==> src/hw/rtl/nir_pkg.sv <==
// Shared widths, constants and status codes of the Newton inverse-root square root.
// No dependencies; used by the interfaces and the top-level module of the block.
package nir_pkg;
	localparam int RADICAND_W  = 32;
	localparam int ROOT_W      = 25;
	localparam int STATUS_W    = 2;
	localparam int ITER_W      = 7;
	localparam int TOL_W       = 24;
	localparam int MAX_ITER_DEF = 64;

	localparam logic [TOL_W-1:0] TOL_RESET = TOL_W'(16);

	// Estimate magnitude, multiplier operand and product widths
	localparam int Y_W     = 32;
	localparam int MCAND_W = 48;
	localparam int PROD_W  = MCAND_W + Y_W;
	localparam int T_W     = 41;
	localparam int SEED_W  = 42;
	localparam int D_W     = Y_W + 1;

	localparam logic [T_W-1:0]    TMAX      = T_W'(64'd1099511627776);
	localparam logic [T_W-1:0]    THREE_Q24 = T_W'(64'd50331648);
	localparam logic [ROOT_W-1:0] ROOT_MAX  = ROOT_W'(32'd16777216);
	localparam logic [SEED_W-1:0] SEED_NUM  = SEED_W'(64'd2199023255552);

	typedef enum logic [STATUS_W-1:0] {
		ST_CONVERGED = 2'd0,
		ST_DIVERGED  = 2'd1,
		ST_ZERO      = 2'd2,
		ST_LIMIT     = 2'd3
	} status_t;
endpackage

==> src/hw/rtl/nir_if.sv <==
// Request and result channels of the Newton inverse-root square root.
// Depends on nir_pkg for field widths.
interface nir_in_if;
	import nir_pkg::*;
	logic                  valid;
	logic                  ready;
	logic [RADICAND_W-1:0] radicand;
	modport source (output valid, output radicand, input ready);
	modport sink   (input valid, input radicand, output ready);
endinterface

interface nir_out_if;
	import nir_pkg::*;
	logic                valid;
	logic                ready;
	logic [ROOT_W-1:0]   root;
	logic [STATUS_W-1:0] status;
	logic [ITER_W-1:0]   iterations;
	modport source (output valid, output root, output status, output iterations, input ready);
	modport sink   (input valid, input root, input status, input iterations, output ready);
endinterface

==> src/hw/rtl/newton_inverse_root_sqrt.sv <==
// Newton-Raphson square root through the inverse root, top level.
// Depends on nir_pkg, nir_if, nir_mul and nir_div.
//
//   channel  dir  payload                          handshake
//   in_ch    in   radicand[31:0]                   valid/ready
//   out_ch   out  root[24:0] status[1:0] iter[6:0] valid/ready
//   cfg      in   cfg_wdata[23:0] tolerance        cfg_we
//
// One request at a time; ready is high only while the block is idle.
// The seed comes from a serial division; each Newton step runs 3 serial multiplies
// plus start, done and bookkeeping states, and a final serial multiply forms the root.
// A zero radicand goes from idle straight to the done state. The result is held until taken.
// Reset restores tolerance to 16 and returns the controller to idle.
module newton_inverse_root_sqrt #(
	parameter int MAX_ITERATIONS = nir_pkg::MAX_ITER_DEF
) (
	input  logic                      clk,
	input  logic                      arst_n,
	nir_in_if.sink                    in_ch,
	nir_out_if.source                 out_ch,
	input  logic                      cfg_we,
	input  logic [nir_pkg::TOL_W-1:0] cfg_wdata
);
	import nir_pkg::*;

	localparam int NW = $clog2(MAX_ITERATIONS + 1);

	typedef enum logic [8:0] {
		S_IDLE = 9'b000000001,
		S_SEED = 9'b000000010,
		S_MUL1 = 9'b000000100,
		S_MUL2 = 9'b000001000,
		S_MUL3 = 9'b000010000,
		S_DIFF = 9'b000100000,
		S_EVAL = 9'b001000000,
		S_ROOT = 9'b010000000,
		S_DONE = 9'b100000000
	} state_t;

	state_t state_q;

	logic [TOL_W-1:0]   tol_q;
	logic [Y_W-1:0]     s_q, ay_q, m_q;
	logic               ys_q, mneg_q, bneg_q, havep_q;
	logic [MCAND_W-1:0] q_q;
	logic [T_W-1:0]     ab_q;
	logic [D_W-1:0]     d_q, dprev_q;
	logic [NW-1:0]      n_q;
	logic [ROOT_W-1:0]  root_q;
	status_t            status_q;
	logic               mul_start_q, div_start_q;

	logic               mul_done, div_done;
	logic [PROD_W-1:0]  prod;
	logic [SEED_W-1:0]  quo;
	logic [MCAND_W-1:0] mcand;
	logic [PROD_W-25:0] t_full;
	logic [T_W-1:0]     t_c;
	logic [Y_W-1:0]     m_c;
	logic [D_W-1:0]     d_c;
	logic [NW-1:0]      n_next;
	logic [ROOT_W-1:0]  root_c;
	logic [PROD_W-25:0] r_full;

	always_comb begin
		case (state_q)
			S_MUL2:  mcand = q_q;
			S_MUL3:  mcand = MCAND_W'(ab_q);
			default: mcand = MCAND_W'(s_q);
		endcase
	end

	nir_mul #(.A_W(MCAND_W), .B_W(Y_W)) u_mul (
		.clk(clk), .arst_n(arst_n), .start(mul_start_q),
		.mcand(mcand), .mplier(ay_q), .done(mul_done), .product(prod)
	);

	nir_div #(.N_W(SEED_W), .D_W(RADICAND_W)) u_div (
		.clk(clk), .arst_n(arst_n), .start(div_start_q),
		.dividend(SEED_NUM), .divisor(s_q), .done(div_done), .quotient(quo)
	);

	// s*y*y in Q17.24, clamped
	assign t_full = prod[PROD_W-1:24];
	assign t_c    = (t_full > (PROD_W-24)'(TMAX)) ? TMAX : t_full[T_W-1:0];
	// |y|*|b| >> 25, clamped
	assign m_c    = (|prod[PROD_W-1:Y_W+25]) ? '1 : prod[Y_W+24:25];
	assign d_c    = (ys_q != mneg_q) ? ({1'b0, ay_q} + {1'b0, m_q})
		: (ay_q >= m_q) ? {1'b0, ay_q - m_q} : {1'b0, m_q - ay_q};
	assign n_next = n_q + 1'b1;
	assign r_full = prod[PROD_W-1:24];
	assign root_c = (r_full > (PROD_W-24)'(ROOT_MAX)) ? ROOT_MAX : r_full[ROOT_W-1:0];

	always_ff @(posedge clk or negedge arst_n) begin
		if (!arst_n) begin
			tol_q <= TOL_RESET;
		end else if (cfg_we) begin
			tol_q <= cfg_wdata;
		end
	end

	always_ff @(posedge clk or negedge arst_n) begin
		if (!arst_n) begin
			state_q     <= S_IDLE;
			mul_start_q <= 1'b0;
			div_start_q <= 1'b0;
		end else begin
			mul_start_q <= 1'b0;
			div_start_q <= 1'b0;
			case (state_q)
				S_IDLE: begin
					if (in_ch.valid) begin
						if (in_ch.radicand == '0) begin
							state_q <= S_DONE;
						end else begin
							state_q     <= S_SEED;
							div_start_q <= 1'b1;
						end
					end
				end
				S_SEED: begin
					if (div_done) begin
						state_q     <= S_MUL1;
						mul_start_q <= 1'b1;
					end
				end
				S_MUL1: begin
					if (mul_done) begin
						state_q     <= S_MUL2;
						mul_start_q <= 1'b1;
					end
				end
				S_MUL2: begin
					if (mul_done) begin
						state_q     <= S_MUL3;
						mul_start_q <= 1'b1;
					end
				end
				S_MUL3: begin
					if (mul_done) state_q <= S_DIFF;
				end
				S_DIFF: state_q <= S_EVAL;
				S_EVAL: begin
					if (havep_q && dprev_q < d_q) begin
						state_q <= S_DONE;
					end else if (d_q < D_W'(tol_q) || n_next == NW'(MAX_ITERATIONS)) begin
						if (!mneg_q && m_q != '0) begin
							state_q     <= S_ROOT;
							mul_start_q <= 1'b1;
						end else begin
							state_q <= S_DONE;
						end
					end else begin
						state_q     <= S_MUL1;
						mul_start_q <= 1'b1;
					end
				end
				S_ROOT: begin
					if (mul_done) state_q <= S_DONE;
				end
				S_DONE: begin
					if (out_ch.ready) state_q <= S_IDLE;
				end
				default: state_q <= S_IDLE;
			endcase
		end
	end

	always_ff @(posedge clk) begin
		case (state_q)
			S_IDLE: begin
				s_q      <= in_ch.radicand;
				n_q      <= '0;
				havep_q  <= 1'b0;
				root_q   <= '0;
				status_q <= ST_ZERO;
			end
			S_SEED: begin
				if (div_done) begin
					ay_q <= (|quo[SEED_W-1:Y_W]) ? '1 : quo[Y_W-1:0];
					ys_q <= 1'b0;
				end
			end
			S_MUL1: begin
				if (mul_done) q_q <= prod[MCAND_W+15:16];
			end
			S_MUL2: begin
				if (mul_done) begin
					bneg_q <= t_c > THREE_Q24;
					ab_q   <= (t_c > THREE_Q24) ? t_c - THREE_Q24 : THREE_Q24 - t_c;
				end
			end
			S_MUL3: begin
				if (mul_done) begin
					m_q    <= m_c;
					mneg_q <= (ys_q != bneg_q) && (m_c != '0);
				end
			end
			S_DIFF: d_q <= d_c;
			S_EVAL: begin
				n_q <= n_next;
				if (havep_q && dprev_q < d_q) begin
					status_q <= ST_DIVERGED;
					root_q   <= '0;
				end else begin
					// adopt the new estimate
					ay_q     <= m_q;
					ys_q     <= mneg_q;
					dprev_q  <= d_q;
					havep_q  <= 1'b1;
					root_q   <= '0;
					status_q <= (d_q < D_W'(tol_q)) ? ST_CONVERGED : ST_LIMIT;
				end
			end
			S_ROOT: begin
				if (mul_done) root_q <= root_c;
			end
			default: ;
		endcase
	end

	assign in_ch.ready   = (state_q == S_IDLE);
	assign out_ch.valid  = (state_q == S_DONE);
	assign out_ch.root   = root_q;
	assign out_ch.status = status_q;

	generate
		if (NW > ITER_W) begin : g_sat
			assign out_ch.iterations = (n_q > NW'({ITER_W{1'b1}})) ? '1 : n_q[ITER_W-1:0];
		end else begin : g_ext
			assign out_ch.iterations = ITER_W'(n_q);
		end
	endgenerate

	a_zero_fast: assert property (@(posedge clk) disable iff (!arst_n)
		in_ch.valid && in_ch.ready && in_ch.radicand == '0
		|=> out_ch.valid && out_ch.status == ST_ZERO && out_ch.root == '0)
		else $error("zero radicand not answered at once");
	a_div_root: assert property (@(posedge clk) disable iff (!arst_n)
		out_ch.valid && out_ch.status == ST_DIVERGED |-> out_ch.root == '0)
		else $error("diverged result carries a root");
	a_iter_cap: assert property (@(posedge clk) disable iff (!arst_n)
		out_ch.valid |-> n_q <= NW'(MAX_ITERATIONS))
		else $error("iteration count past the limit");
	a_unit_quiet: assert property (@(posedge clk) disable iff (!arst_n)
		(state_q == S_IDLE || state_q == S_DONE) |-> !mul_done && !div_done)
		else $error("arithmetic unit finished while idle");
endmodule

==> src/hw/rtl/nir_mul.sv <==
// Bit-serial shift-add multiplier, one multiplier bit per cycle.
// Stand-alone; instantiated by newton_inverse_root_sqrt.
module nir_mul #(
	parameter int A_W = 48,
	parameter int B_W = 32
) (
	input  logic             clk,
	input  logic             arst_n,
	input  logic             start,
	input  logic [A_W-1:0]   mcand,
	input  logic [B_W-1:0]   mplier,
	output logic             done,
	output logic [A_W+B_W-1:0] product
);
	localparam int CntW = $clog2(B_W + 1);

	logic [A_W+B_W-1:0] p_q;
	logic [A_W-1:0]     a_q;
	logic [CntW-1:0]    cnt_q;
	logic               busy_q;
	logic               done_q;
	logic [A_W:0]       sum;

	assign sum = {1'b0, p_q[A_W+B_W-1:B_W]} + (p_q[0] ? {1'b0, a_q} : '0);

	always_ff @(posedge clk or negedge arst_n) begin
		if (!arst_n) begin
			busy_q <= 1'b0;
			done_q <= 1'b0;
			cnt_q  <= '0;
		end else begin
			done_q <= 1'b0;
			if (start) begin
				busy_q <= 1'b1;
				cnt_q  <= CntW'(B_W);
			end else if (busy_q) begin
				cnt_q <= cnt_q - 1'b1;
				if (cnt_q == CntW'(1)) begin
					busy_q <= 1'b0;
					done_q <= 1'b1;
				end
			end
		end
	end

	// add the multiplicand under the low bit, then shift one place right
	always_ff @(posedge clk) begin
		if (start) begin
			p_q <= {{A_W{1'b0}}, mplier};
			a_q <= mcand;
		end else if (busy_q) begin
			p_q <= {sum, p_q[B_W-1:1]};
		end
	end

	assign done    = done_q;
	assign product = p_q;
endmodule

==> src/hw/rtl/nir_div.sv <==
// Restoring divider, one quotient bit per cycle, fixed dividend width.
// Stand-alone; instantiated by newton_inverse_root_sqrt for the seed.
module nir_div #(
	parameter int N_W = 42,
	parameter int D_W = 32
) (
	input  logic           clk,
	input  logic           arst_n,
	input  logic           start,
	input  logic [N_W-1:0] dividend,
	input  logic [D_W-1:0] divisor,
	output logic           done,
	output logic [N_W-1:0] quotient
);
	localparam int CntW = $clog2(N_W + 1);

	logic [N_W-1:0]  n_q;
	logic [N_W-1:0]  quo_q;
	logic [D_W-1:0]  r_q;
	logic [D_W-1:0]  dv_q;
	logic [CntW-1:0] cnt_q;
	logic            busy_q;
	logic            done_q;
	logic [D_W:0]    r_sh;
	logic            fits;

	assign r_sh = {r_q, n_q[N_W-1]};
	assign fits = r_sh >= {1'b0, dv_q};

	always_ff @(posedge clk or negedge arst_n) begin
		if (!arst_n) begin
			busy_q <= 1'b0;
			done_q <= 1'b0;
			cnt_q  <= '0;
		end else begin
			done_q <= 1'b0;
			if (start) begin
				busy_q <= 1'b1;
				cnt_q  <= CntW'(N_W);
			end else if (busy_q) begin
				cnt_q <= cnt_q - 1'b1;
				if (cnt_q == CntW'(1)) begin
					busy_q <= 1'b0;
					done_q <= 1'b1;
				end
			end
		end
	end

	always_ff @(posedge clk) begin
		if (start) begin
			n_q   <= dividend;
			dv_q  <= divisor;
			r_q   <= '0;
			quo_q <= '0;
		end else if (busy_q) begin
			n_q   <= {n_q[N_W-2:0], 1'b0};
			r_q   <= fits ? D_W'(r_sh - {1'b0, dv_q}) : r_sh[D_W-1:0];
			quo_q <= {quo_q[N_W-2:0], fits};
		end
	end

	assign done     = done_q;
	assign quotient = quo_q;
endmodule
==> src/flat_wrapper.sv <==
// flat-port wrapper written by rule: the top's interface ports become plain ports
module newton_inverse_root_sqrt_flat import nir_pkg::*;
#(
	parameter int MAX_ITERATIONS = nir_pkg::MAX_ITER_DEF
)
  (clk, arst_n, cfg_we, cfg_wdata, in_ch_valid, in_ch_radicand, in_ch_ready, out_ch_valid, out_ch_root, out_ch_status, out_ch_iterations, out_ch_ready);
  nir_in_if in_ch_i ();
  nir_out_if out_ch_i ();
  input  logic clk;
  input  logic arst_n;
  input  logic cfg_we;
  input  logic [nir_pkg::TOL_W-1:0] cfg_wdata;
  input wire logic [$bits(in_ch_i.valid)-1:0] in_ch_valid;
  input wire logic [$bits(in_ch_i.radicand)-1:0] in_ch_radicand;
  output wire logic [$bits(in_ch_i.ready)-1:0] in_ch_ready;
  output wire logic [$bits(out_ch_i.valid)-1:0] out_ch_valid;
  output wire logic [$bits(out_ch_i.root)-1:0] out_ch_root;
  output wire logic [$bits(out_ch_i.status)-1:0] out_ch_status;
  output wire logic [$bits(out_ch_i.iterations)-1:0] out_ch_iterations;
  input wire logic [$bits(out_ch_i.ready)-1:0] out_ch_ready;
  assign in_ch_i.valid = in_ch_valid;
  assign in_ch_i.radicand = in_ch_radicand;
  assign in_ch_ready = in_ch_i.ready;
  assign out_ch_valid = out_ch_i.valid;
  assign out_ch_root = out_ch_i.root;
  assign out_ch_status = out_ch_i.status;
  assign out_ch_iterations = out_ch_i.iterations;
  assign out_ch_i.ready = out_ch_ready;
  newton_inverse_root_sqrt #(.MAX_ITERATIONS(MAX_ITERATIONS)) u_core (.clk(clk), .arst_n(arst_n), .in_ch(in_ch_i), .out_ch(out_ch_i), .cfg_we(cfg_we), .cfg_wdata(cfg_wdata));
endmodule
==> config.mk <==
export PLATFORM = sky130hd
export DESIGN_NAME = newton_inverse_root_sqrt_flat
export DESIGN_NICKNAME = d
export VERILOG_FILES = /design/src/hw/rtl/nir_pkg.sv /design/src/hw/rtl/nir_if.sv /design/src/hw/rtl/newton_inverse_root_sqrt.sv /design/src/hw/rtl/nir_mul.sv /design/src/hw/rtl/nir_div.sv /design/src/flat_wrapper.sv
export SDC_FILE = /design/constraint.sdc
export NUM_CORES = 1
export LEC_CHECK = 0
export ABC_AREA = 1
export BUFFER_PORTS_ARGS = -buffer_cell sky130_fd_sc_hd__buf_2
export CORE_ASPECT_RATIO = 1.1
export CORE_UTILIZATION = 40
export DETAILED_ROUTE_END_ITERATION = 7
export SYNTH_ARGS = -nofsm -noshare
export SYNTH_HDL_FRONTEND = slang
export SYNTH_SLANG_ARGS = --single-unit
==> constraint.sdc <==
create_clock -name clk -period 9.15 [get_ports clk]
set_clock_uncertainty 0.1 [all_clocks]
set_input_delay 0.4575 -clock clk [delete_from_list [all_inputs] [get_ports clk]]
set_output_delay 0.4575 -clock clk [all_outputs]
set_load 0.005 [all_outputs]
* Word-level counts from Yosys, hierarchy flattened *
Cells that the tools add are included.

storage, ports and cells
  word-level logic and storage cells = 159
  output and inout bits = 36
  input port bits = 61
  flip-flop bits (word level) = 575

operators by class
  equality and inequality tests = 22
  magnitude comparators = 7
  bitwise logic cells = 1
  add/sub/neg operators = 10
  multiplexer cells = 63
  reductions and logical operators = 25

operator list
  operator                count
  $mux 32                 8
  $mux 9                  11
  $pmux 48 s2             1
  $sub 32x32->32          3
  $mux 41                 2
  $pmux 9 s9              1
  $pmux 32 s2             1
  $reduce_bool 32->1      2
  $gt 56x25->1 const B    1
  $gt 56x41->1 const B    1
  $mux 25                 2
  $pmux 25 s2             1
  $add 48x48->49          1
  $mux 48                 1
  $gt 41x26->1 const B    1
  $sub 26x41->41 const A  1
  $sub 41x26->41 const B  1
  $add 32x32->33          1
  $ge 33x32->1            1
  $lt 33x24->1            1
  $lt 33x33->1            1
  $mux 33                 1
  $ge 32x32->1            1
  $logic_not 32->1        1
  other kinds (34)        82

* Depth between registers and ports, before layout *
Gate-level depths: netlist of the first run.

  word-level depth = 6
  gate-level depth with buffers = 23
  depth with buffers taken out = 22

* Hierarchy *
From an unflattened synthesis of the first run, not the netlist that was laid out.

second synthesis, totals
  cells, all modules = 5248
  area total of the unflattened synthesis = 39556.7 sq um

by module, submodules not included
  module                    cells an instance  times used  area an instance (sq um)  sequential area each (sq um)
  newton_inverse_root_sqrt  2656               1           21659.5                   9556.7
  nir_mul                   1406               1           9305.2                    3563.4
  nir_div                   1186               1           8592.0                    3903.7

* Worst setup path after synthesis of the first run *
Ideal clock, no wire load.

  path type = register to register
  start point = register u_core.d_q[24]
  end point = register u_core.ay_q[0], enable pin
  required time = 8.577 ns
  setup slack = 4.558 ns
  data arrival time = 4.018 ns
  stages on the path, launching flop included = 11
  path buffers = 0
  period minus slack after synthesis = 4.592 ns
  library setup time = 0.473 ns
  cell sequence = edfxtp_1 > inv_1 > ha_1 > nand2_1 > nor2_1 > nand4_1 > nor4_1 > o211ai_1 > nand4_1 > nor2_1 > a211oi_1

on the way
  cells in the longest elaborated chain, start to end = 4

ends and longest elaborated chain
  item                        RTL line                         RTL
  start, declared             newton_inverse_root_sqrt.sv:47   logic [D_W-1:0] d_q, dprev_q;
  start signal, assigned      newton_inverse_root_sqrt.sv:199  S_DIFF: d_q <= d_c;
  $lt 33x33->1                newton_inverse_root_sqrt.sv:202  if (havep_q && dprev_q < d_q) begin
  $logic_and 1x1->1           newton_inverse_root_sqrt.sv:202
  $ne 2x2->1 (no line)        --
  $reduce_and 3->1 (no line)  --
  end signal, assigned        newton_inverse_root_sqrt.sv:180  ay_q <= (|quo[SEED_W-1:Y_W]) ? '1 : quo[Y_W-1:0];
  end signal, assigned        newton_inverse_root_sqrt.sv:207  ay_q <= m_q;
  end, declared               newton_inverse_root_sqrt.sv:43   logic [Y_W-1:0] s_q, ay_q, m_q;

Every way passes these cells.
A chain may end at the register's enable or synchronous reset.

* Worst setup path after layout of the first run *
  start point = register u_core.u_mul.p_q[26] (netlist: u_core.u_mul.product[26])
  end point = register u_core.ab_q[27] (data pin)

on the way
  cells in the longest elaborated chain, start to end = 4
  elaborated cells between the ends (all ways) = 6
  classes of those cells = add/sub (2); order compare (2); mux (2)

ends and longest elaborated chain
  item                                    RTL line                         RTL
  start, declared                         nir_mul.sv:17                    logic [A_W+B_W-1:0] p_q;
  start signal, assigned                  nir_mul.sv:49                    p_q <= {{A_W{1'b0}}, mplier};
  start signal, assigned                  nir_mul.sv:52                    p_q <= {sum, p_q[B_W-1:1]};
  $gt 56x41->1 *                          newton_inverse_root_sqrt.sv:85   assign t_c = (t_full > (PROD_W-24)'(TMAX)) ? TMAX : t_full[T_W-1:0];
  $mux 41 *                               newton_inverse_root_sqrt.sv:85
  net u_core.t_c[0]                       newton_inverse_root_sqrt.sv:58   logic [T_W-1:0] t_c;
  $sub 26x41->41 (tied with other cells)  newton_inverse_root_sqrt.sv:190  ab_q <= (t_c > THREE_Q24) ? t_c - THREE_Q24 : THREE_Q24 - t_c;
  $mux 41 *                               newton_inverse_root_sqrt.sv:190
  end signal, assigned                    newton_inverse_root_sqrt.sv:190
  end, declared                           newton_inverse_root_sqrt.sv:46   logic [T_W-1:0] ab_q;

The timed path passes the listed nets; every way through them passes the cells marked *.

==> metrics, run 1 <==
Flop pwr share 30.4%; layout cell share with drive strength beyond 1 6.19%; Period minus WS final 4710 ps; CP Max Fanout 60; Overall Global Routing Usage 25.2%; Power Internal 7.06 mW; DRT iter0 DRCs 2439; post-route ant nets 0; Switching Fraction 44.6%; latest clock arrival within the worst-skew pair 650 ps; CTS Buffer Depth 3; Initial Utilization 40.6%; Vias 30500; port buffer count 96; asr flop ratio synth 8.87%; Chip Width 287 um; DIE HEIGHT 316 um; slowest stage delay, CP 560 ps; critical-path cell with the highest stage delay inv_1; fmax 212 MHz; crit path buf inv count 5; Area after DPL 37400 sq um; XOR/XNOR share of the synthesized area 3.57%; Wirelength per Cell 20.0 um; row count 114; Area growth syn-to-layout 12.2%; RSZ-0062 raised after global routing no; power per cell area 318 nW/um^2; clock power share 21.1%; hold path start in_ch_valid; Final Cycle Share 51.5%; NetSw 5.70 mW; filler-free cell count of the finished design 5794; status complete, no violations; Avg Cell Area, Syn 8.03 sq um; worst IR drop on VDD 321 uV; Worst Path Arrival 5120 ps; MaxCap Viol Count 0; CTS tree yes; HPWL Detailed 90.3 mm; top cells by area, synth edfxtp_1 (34%), nand2_1 (11%), ha_1 (8.2%), dfxtp_1 (6.9%), inv_1 (6.7%); Worst Hold Class primary input to flip-flop; number of synthesized flops with an enable pin 401; initial antenna violation count 1; Worst R2R Start u_core.u_mul.product[26]; drc violations 0; Pre-antenna DRT Iters 6; LEAKAGE 17.8 nW; global-route wire length before repair 174 mm; Post-Synth Simple-Gate Area 21.0%; crit path launch type flip-flop; largest net degree at the start of global routing 65; Synth Cell Area 35800 sq um; Cells after Synth 4463; Yosys reg bits 575; Num CTS Buffers 66; CP Capture Type flip-flop; Power Total 12.8 mW; Slew Limit Fails 0; mux contribution to synthesized area 0%; worst path cell trace nor2_2 > nand2_1 > nor2_1 > nand2_1 > nor2_2 > nand2_1 > nand2_2 > buf_4 > inv_1 > nor2_1 > inv_1 > ha_1 > nand2_1 > inv_1 > nand2_2 > nor2_4 > nand3_2 > nand2_4 > inv_2 > o21ai_0 > nand2_1; Seq/Total Area, Yosys 44.1%; post-synth top area cell edfxtp_1; largest family of logic cells by synthesized area simple AND/OR/NAND/NOR gates; Slew @ Worst Pin 1190 ps; reg2reg path depth 21; total wire length 116 mm; Synth Area in Adders 8.52%; Core Region 88300 sq um; syn_nets 4765; Main synth FF type edfxtp_1; RR Endpoint u_core.ab_q[27]; Clock transition at path regs 60 ps; post-route cell area 40200 sq um; Yosys warnings 0; H-tree levels 3; Finish-stage setup viols 0; nets 4881; via/cell ratio 5.27; Worst EP required 9560 ps; clock sinks 575; Levels on crit path 21; post-synth top area share 33.6%; count of cell types in the netlist 60; Slew HR 20.4%; Final Hold Fails 0; Post CTS Setup Buffer Count 0; most used cell, CP nand2_1; combinational share of power 48.4%; Inst Count DP 5614; Hold Crit Depth 3; Filler cells 8729; Reg2Reg Setup Slack 4440 ps; Placer Congestion 0.965; crit-path leading delay family simple AND/OR/NAND/NOR gates; Hold EP u_core.div_start_q; post-route setup TNS 0 ps; vias in the first global route 29500; io pins 97; clk root buf clkbuf_16; Compound-Gate Fraction of Synth Area 14.3%; critical path class flip-flop to flip-flop; die area 90700 sq um; Remaining Overflow, GRT 0
[cells in the mapped netlist (67+ instances only)]
library cell  count
a21oi_1         278
clkbuf_1         78
dfxtp_1         123
edfxtp_1        401
ha_1            236
inv_1           636
nand2_1        1029
nand3_1         184
nand4_1          71
nor2_1          410
o21ai_0         355
o22ai_1          67
xor2_1          101
[worst max path at each step]
stage	startpoint	endpoint
CTS	u_core.u_mul.product[25]	u_core.ab_q[27]
finish	u_core.u_mul.product[26]	u_core.ab_q[27]
floorplan	u_core.d_q[24]	u_core.ay_q[0]
global route	u_core.u_mul.product[25]	u_core.ab_q[27]
global placement	u_core.u_mul.product[25]	u_core.ab_q[27]
detailed placement	u_core.u_mul.product[25]	u_core.ab_q[27]
[cells by family (layout without fill, tap and decap cells)]
kind of cell	after synthesis	after routing
AOI/OAI and AO/OA	900	900
xor gates and xnor gates	146	146
adders and majority gates	241	241
buffers and inverters	786	956
DFF	575	575
other	1	2
and+or+nand+nor	1814	1814
[worst min-delay path, delay by kind of cell]
kind          cells  cell delay (ps)
buf+inv           2              190
simple gates      1               50
[metrics by stage]
step                worst slack, ps  hold WS, ps  util, %
CTS                            4530         7.47     45.5
global placement               4670          332     42.4
global route                   4130         46.6     45.5
floorplan                      4560         61.9        -
detailed placement             4580          336     42.4
finish                         4440         19.7     45.5
[power by group through the flow]
stage | clock network [mW] | registers [mW] | logic (mW)
after detailed placement | 0 | 3.93 | 6.07
after global routing | 2.84 | 3.93 | 6.84
after global placement | 0 | 3.92 | 6.07
after CTS | 2.75 | 3.88 | 6.12
final | 2.69 | 3.88 | 6.18
after floorplan | 0 | 3.83 | 4.40
[placed cells by master, fill, tap and decap left out, types with 29 or more instances in the layout]
master	netlist	layout
dlygate4sd3_1	0	57
dfrtp_1	49	48
dfxtp_1	123	123
o21ai_0	355	355
buf_2	40	96
nor2_1	410	407
a21o_1	29	29
nor3_1	50	48
nand2_1	1029	1029
clkbuf_16	0	69
xnor2_1	45	44
nand3_1	184	184
edfxtp_1	401	401
xor2_1	101	101
buf_4	7	32
nand4_1	71	71
inv_1	636	635
a21oi_1	278	277
o211ai_1	33	33
ha_1	236	236
nor4_1	35	35
o21bai_1	31	31
o22ai_1	67	67
[flip-flops by register name, summed over array words and instances, names as in the netlist, 32 cells and up]
name and flops:
u_core.s_q 32, u_core.u_mul.product 80, u_core.m_q 32, u_core.u_div.dv_q 32
u_core.d_q 33, u_core.u_div.quotient 42, u_core.u_div.r_q 32, u_core.dprev_q 33
u_core.ay_q 32, u_core.u_mul.a_q 48, u_core.ab_q 41, u_core.q_q 48
[repair_timing]
| action | CTS | global route |
|---|---|---|
| hold buffers | 57 | 0 |
| hold endpoints to repair | 105 | 0 |
| gates resized for setup | 0 | 0 |
[final cells by class]
class	count	area, sq um	share of cell area, %
tap	1160	1450	3.61
sequential	575	15800	39.3
multi-input combinational	3102	17000	42.4
timing repair buffer	185	1290	3.21
antenna	1	2.50	0.00623
clock buffer	95	1910	4.76
inverter	649	2440	6.06
clock inverter	27	283	0.704
[routing by layer]
metal,vias up,share of wire [%],global-route usage [%]
met5,-,0,0
met4,0,5.1,12.6
met3,237,4.6,2.91
met2,868,49,44.2
met1,14300,41,30.4
li1,15100,-,-
Note: power is estimated with default switching activity, not from simulation.
==> run 2, diff against run 1 <==
--- a/config.mk
+++ b/config.mk
@@ -5,7 +5,7 @@
 export SDC_FILE = /design/constraint.sdc
 export NUM_CORES = 1
 export LEC_CHECK = 0
-export ABC_AREA = 1
+export ABC_AREA = 0
 export BUFFER_PORTS_ARGS = -buffer_cell sky130_fd_sc_hd__buf_2
 export CORE_ASPECT_RATIO = 1.1
 export CORE_UTILIZATION = 40
==> constraint.sdc (replaced) <==
create_clock -name clk -period 4 [get_ports clk]
set_clock_uncertainty 0.1 [all_clocks]
set_input_delay 0.2 -clock clk [delete_from_list [all_inputs] [get_ports clk]]
set_output_delay 0.2 -clock clk [all_outputs]
set_load 0.005 [all_outputs]
==> run 2 against run 1 <==
Largest cell class unchanged; hold slack improved by 13 ps; flip-flop and latch count unchanged; register-to-register slack got worse by 4300 ps; largest power group unchanged; utilization increased by 1.9 points; wire length decreased by 14%; cell count decreased by 18%; final area decreased by 2.9%; via count decreased by 13%.
==> metrics, run 2 <==
io pins 97; nets 3923; Slew HR 44.4%; post-route ant nets 0; Slew Limit Fails 0; Initial Utilization 40.6%; global-route wire length before repair 153 mm; count of cell types in the netlist 97; top cells by area, synth edfxtp_1 (36%), ha_1 (8.8%), dfxtp_1 (7.4%), nor2_1 (3.7%), dfrtp_1 (3.7%); LEAKAGE 16.3 nW; Overall Global Routing Usage 23.3%; Worst EP required 4410 ps; fmax 258 MHz; multi-input logic area 16300 sq um; status complete, no violations; Placer Congestion 0.929; critical path class flip-flop to flip-flop; Flop pwr share 34.9%; CTS tree yes; Core Region 82300 sq um; H-tree levels 3; RSZ-0062 raised after global routing no; latest clock arrival within the worst-skew pair 630 ps; post-synth top area share 36.0%; crit path launch type flip-flop; combinational share of power 38.7%; Num CTS Buffers 67; Worst Hold Class primary input to flip-flop; Switching Fraction 37.7%; FF+latch area 15800 sq um; Area growth syn-to-layout 16.8%; Worst Path Arrival 4290 ps; Clock transition at path regs 60 ps; Main synth FF type edfxtp_1; CP startpoint u_core.u_mul.product[0]; Final Cycle Share 97.0%; MaxCap Viol Count 0; DIE HEIGHT 305 um; Hold Slack 32.9 ps; total wire length 99.5 mm; layout cell share with drive strength beyond 1 12.8%; Filler cells 7739; NetSw 9.34 mW; synth cell count leaders edfxtp_1 (401), nor2_1 (327), nand2_1 (298); asr flop ratio synth 8.87%; Power Internal 15.4 mW; clock power share 26.4%; vias in the first global route 25600; hold path start cfg_we; syn_nets 3693; Pre-antenna DRT Iters 7; DRT iter0 DRCs 2160; initial antenna violation count 3; worst IR drop on VDD 475 uV; CP Capture Type flip-flop; Yosys reg bits 575; Finish-stage setup viols 0; clk root buf clkbuf_16; die area 84700 sq um; Slew @ Worst Pin 834 ps; row count 110; commonest non-fill, non-tap cells in the layout edfxtp_1 (401), nor2_1 (322), nand2_1 (295); via/cell ratio 5.61; Cells after Synth 3391; top-count cell post-synth edfxtp_1; Chip Width 278 um; port buffer count 96; largest net degree at the start of global routing 68; Period minus WS final 3880 ps; clock sinks 575; HPWL Detailed 74.7 mm; Final Hold Fails 0; CP Max Fanout 7; Remaining Overflow, GRT 0; number of synthesized flops with an enable pin 401; Avg Cell Area, Syn 9.85 sq um; max reg flops 80; Vias 26600; most common cell after layout, fill and taps aside edfxtp_1; power per cell area 635 nW/um^2; Yosys warnings 0; Power Total 24.8 mW; Worst R2R Start u_core.u_mul.product[0]; post-synth top area cell edfxtp_1; CTS Buffer Depth 3; drc violations 0; Seq/Total Area, Yosys 47.2%; Synth Cell Area 33400 sq um; Wirelength per Cell 21.0 um
-- run 2: cell types whose count changed in the layout (fill, tap and decap cells not counted), sizes merged, moves of 37 or more --
| cell | previous run | this run |
|---|---|---|
| nand2 | 1038 | 298 |
| inv | 648 | 227 |
| o21ai | 369 | 161 |
| buf | 128 | 263 |
| nand3 | 186 | 57 |
| and2 | 0 | 94 |
| nor2 | 417 | 328 |
| mux2i | 0 | 75 |
| o22ai | 67 | 7 |
| nand2b | 0 | 52 |
| a21o | 29 | 79 |
| xor2 | 101 | 51 |
| a21oi | 278 | 233 |
| a211oi | 5 | 42 |
-- run 2: stage by stage --
stage / TNS (ps) / worst slack, ps / instance area (sq um) / utilization (%) / cells
CTS: 0 / 37.5 / 39000 / 47.3 / 4735
global placement: 0 / 129 / 36000 / 43.8 / 4554
finish: 0 / 119 / 39000 / 47.4 / 4740
floorplan: -35.3 / -35.3 / 33500 / - / 3391
global route: 0 / 18.0 / 39000 / 47.4 / 4738
detailed placement: 0 / 38.0 / 36000 / 43.8 / 4554
-- run 2: cells by family (layout without fill, tap and decap cells) --
kind of cell	Yosys count	count (layout)	synth area share (%)
flip-flops	575	575	47.2
buffers and inverters	385	668	4.42
multiplexers	110	110	3.43
other	1	3	0.0112
XOR/XNOR	125	125	3.28
AND/OR/NAND/NOR	1122	1122	16.2
adder cells (fa/ha/maj)	241	241	9.14
AO/OA/AOI/OAI	832	832	16.3
-- run 2: cell type report --
| cell class | instances | area share [%] |
|---|---|---|
| clock inverter | 39 | 1.41 |
| inverter | 224 | 2.16 |
| antenna | 2 | 0.0128 |
| clock buffer | 83 | 4.61 |
| multi-input combinational | 2431 | 41.8 |
| tap | 1064 | 3.41 |
| sequential | 575 | 40.5 |
| timing repair buffer | 322 | 6.12 |
-- run 2: path summary, 6_finish.rpt --
path,end,slack [ps],cells past startpoint
min in group asynchronous,u_core.tol_q[18],50,2
hold reg to reg,u_core.u_div.dv_q[14],350,0
setup reg to reg,u_core.u_mul.product[66],120,12
max in group asynchronous,u_core.state_q[0],3020,3
hold / removal,u_core.tol_q[4],30,3
setup / recovery,u_core.u_mul.product[66],120,12
-- run 2: worst max-delay path, stage by stage, from the launching register on --
cell and delay (ps):
edfxtp_1 510, buf_4 200, and2_1 130, ha_1 350, a2111o_1 450, a21oi_1 190, nor4b_1 110, o211ai_1 390
nand2_1 160, a221o_1 360, a21oi_1 340, nor4_1 110, or3_1 370
-- run 2: per-layer routing --
metal,vias to the layer above,routed length [um],global-route usage (%)
met4,0,2580,7.43
met1,12900,45100,32.4
met2,829,46300,37.9
li1,12800,-,-
met5,-,0,0
met3,139,5560,2.69
-- run 2: power by group through the flow --
stage                     logic, mW  clock network [mW]  registers (mW)
after floorplan                6.40                   0            8.58
after global placement         9.32                   0            8.74
after detailed placement       9.40                   0            8.75
after CTS                      9.50                6.68            8.64
after global routing           10.5                6.89            8.75
final                          9.57                6.54            8.64
-- run 2: timing repair --
item | in CTS | in global routing
gates resized for setup | 0 | 7
hold endpoints to repair | 85 | 0
setup endpoints to repair | 0 | 44
hold buffers | 59 | 0
buffers inserted | 0 | 3
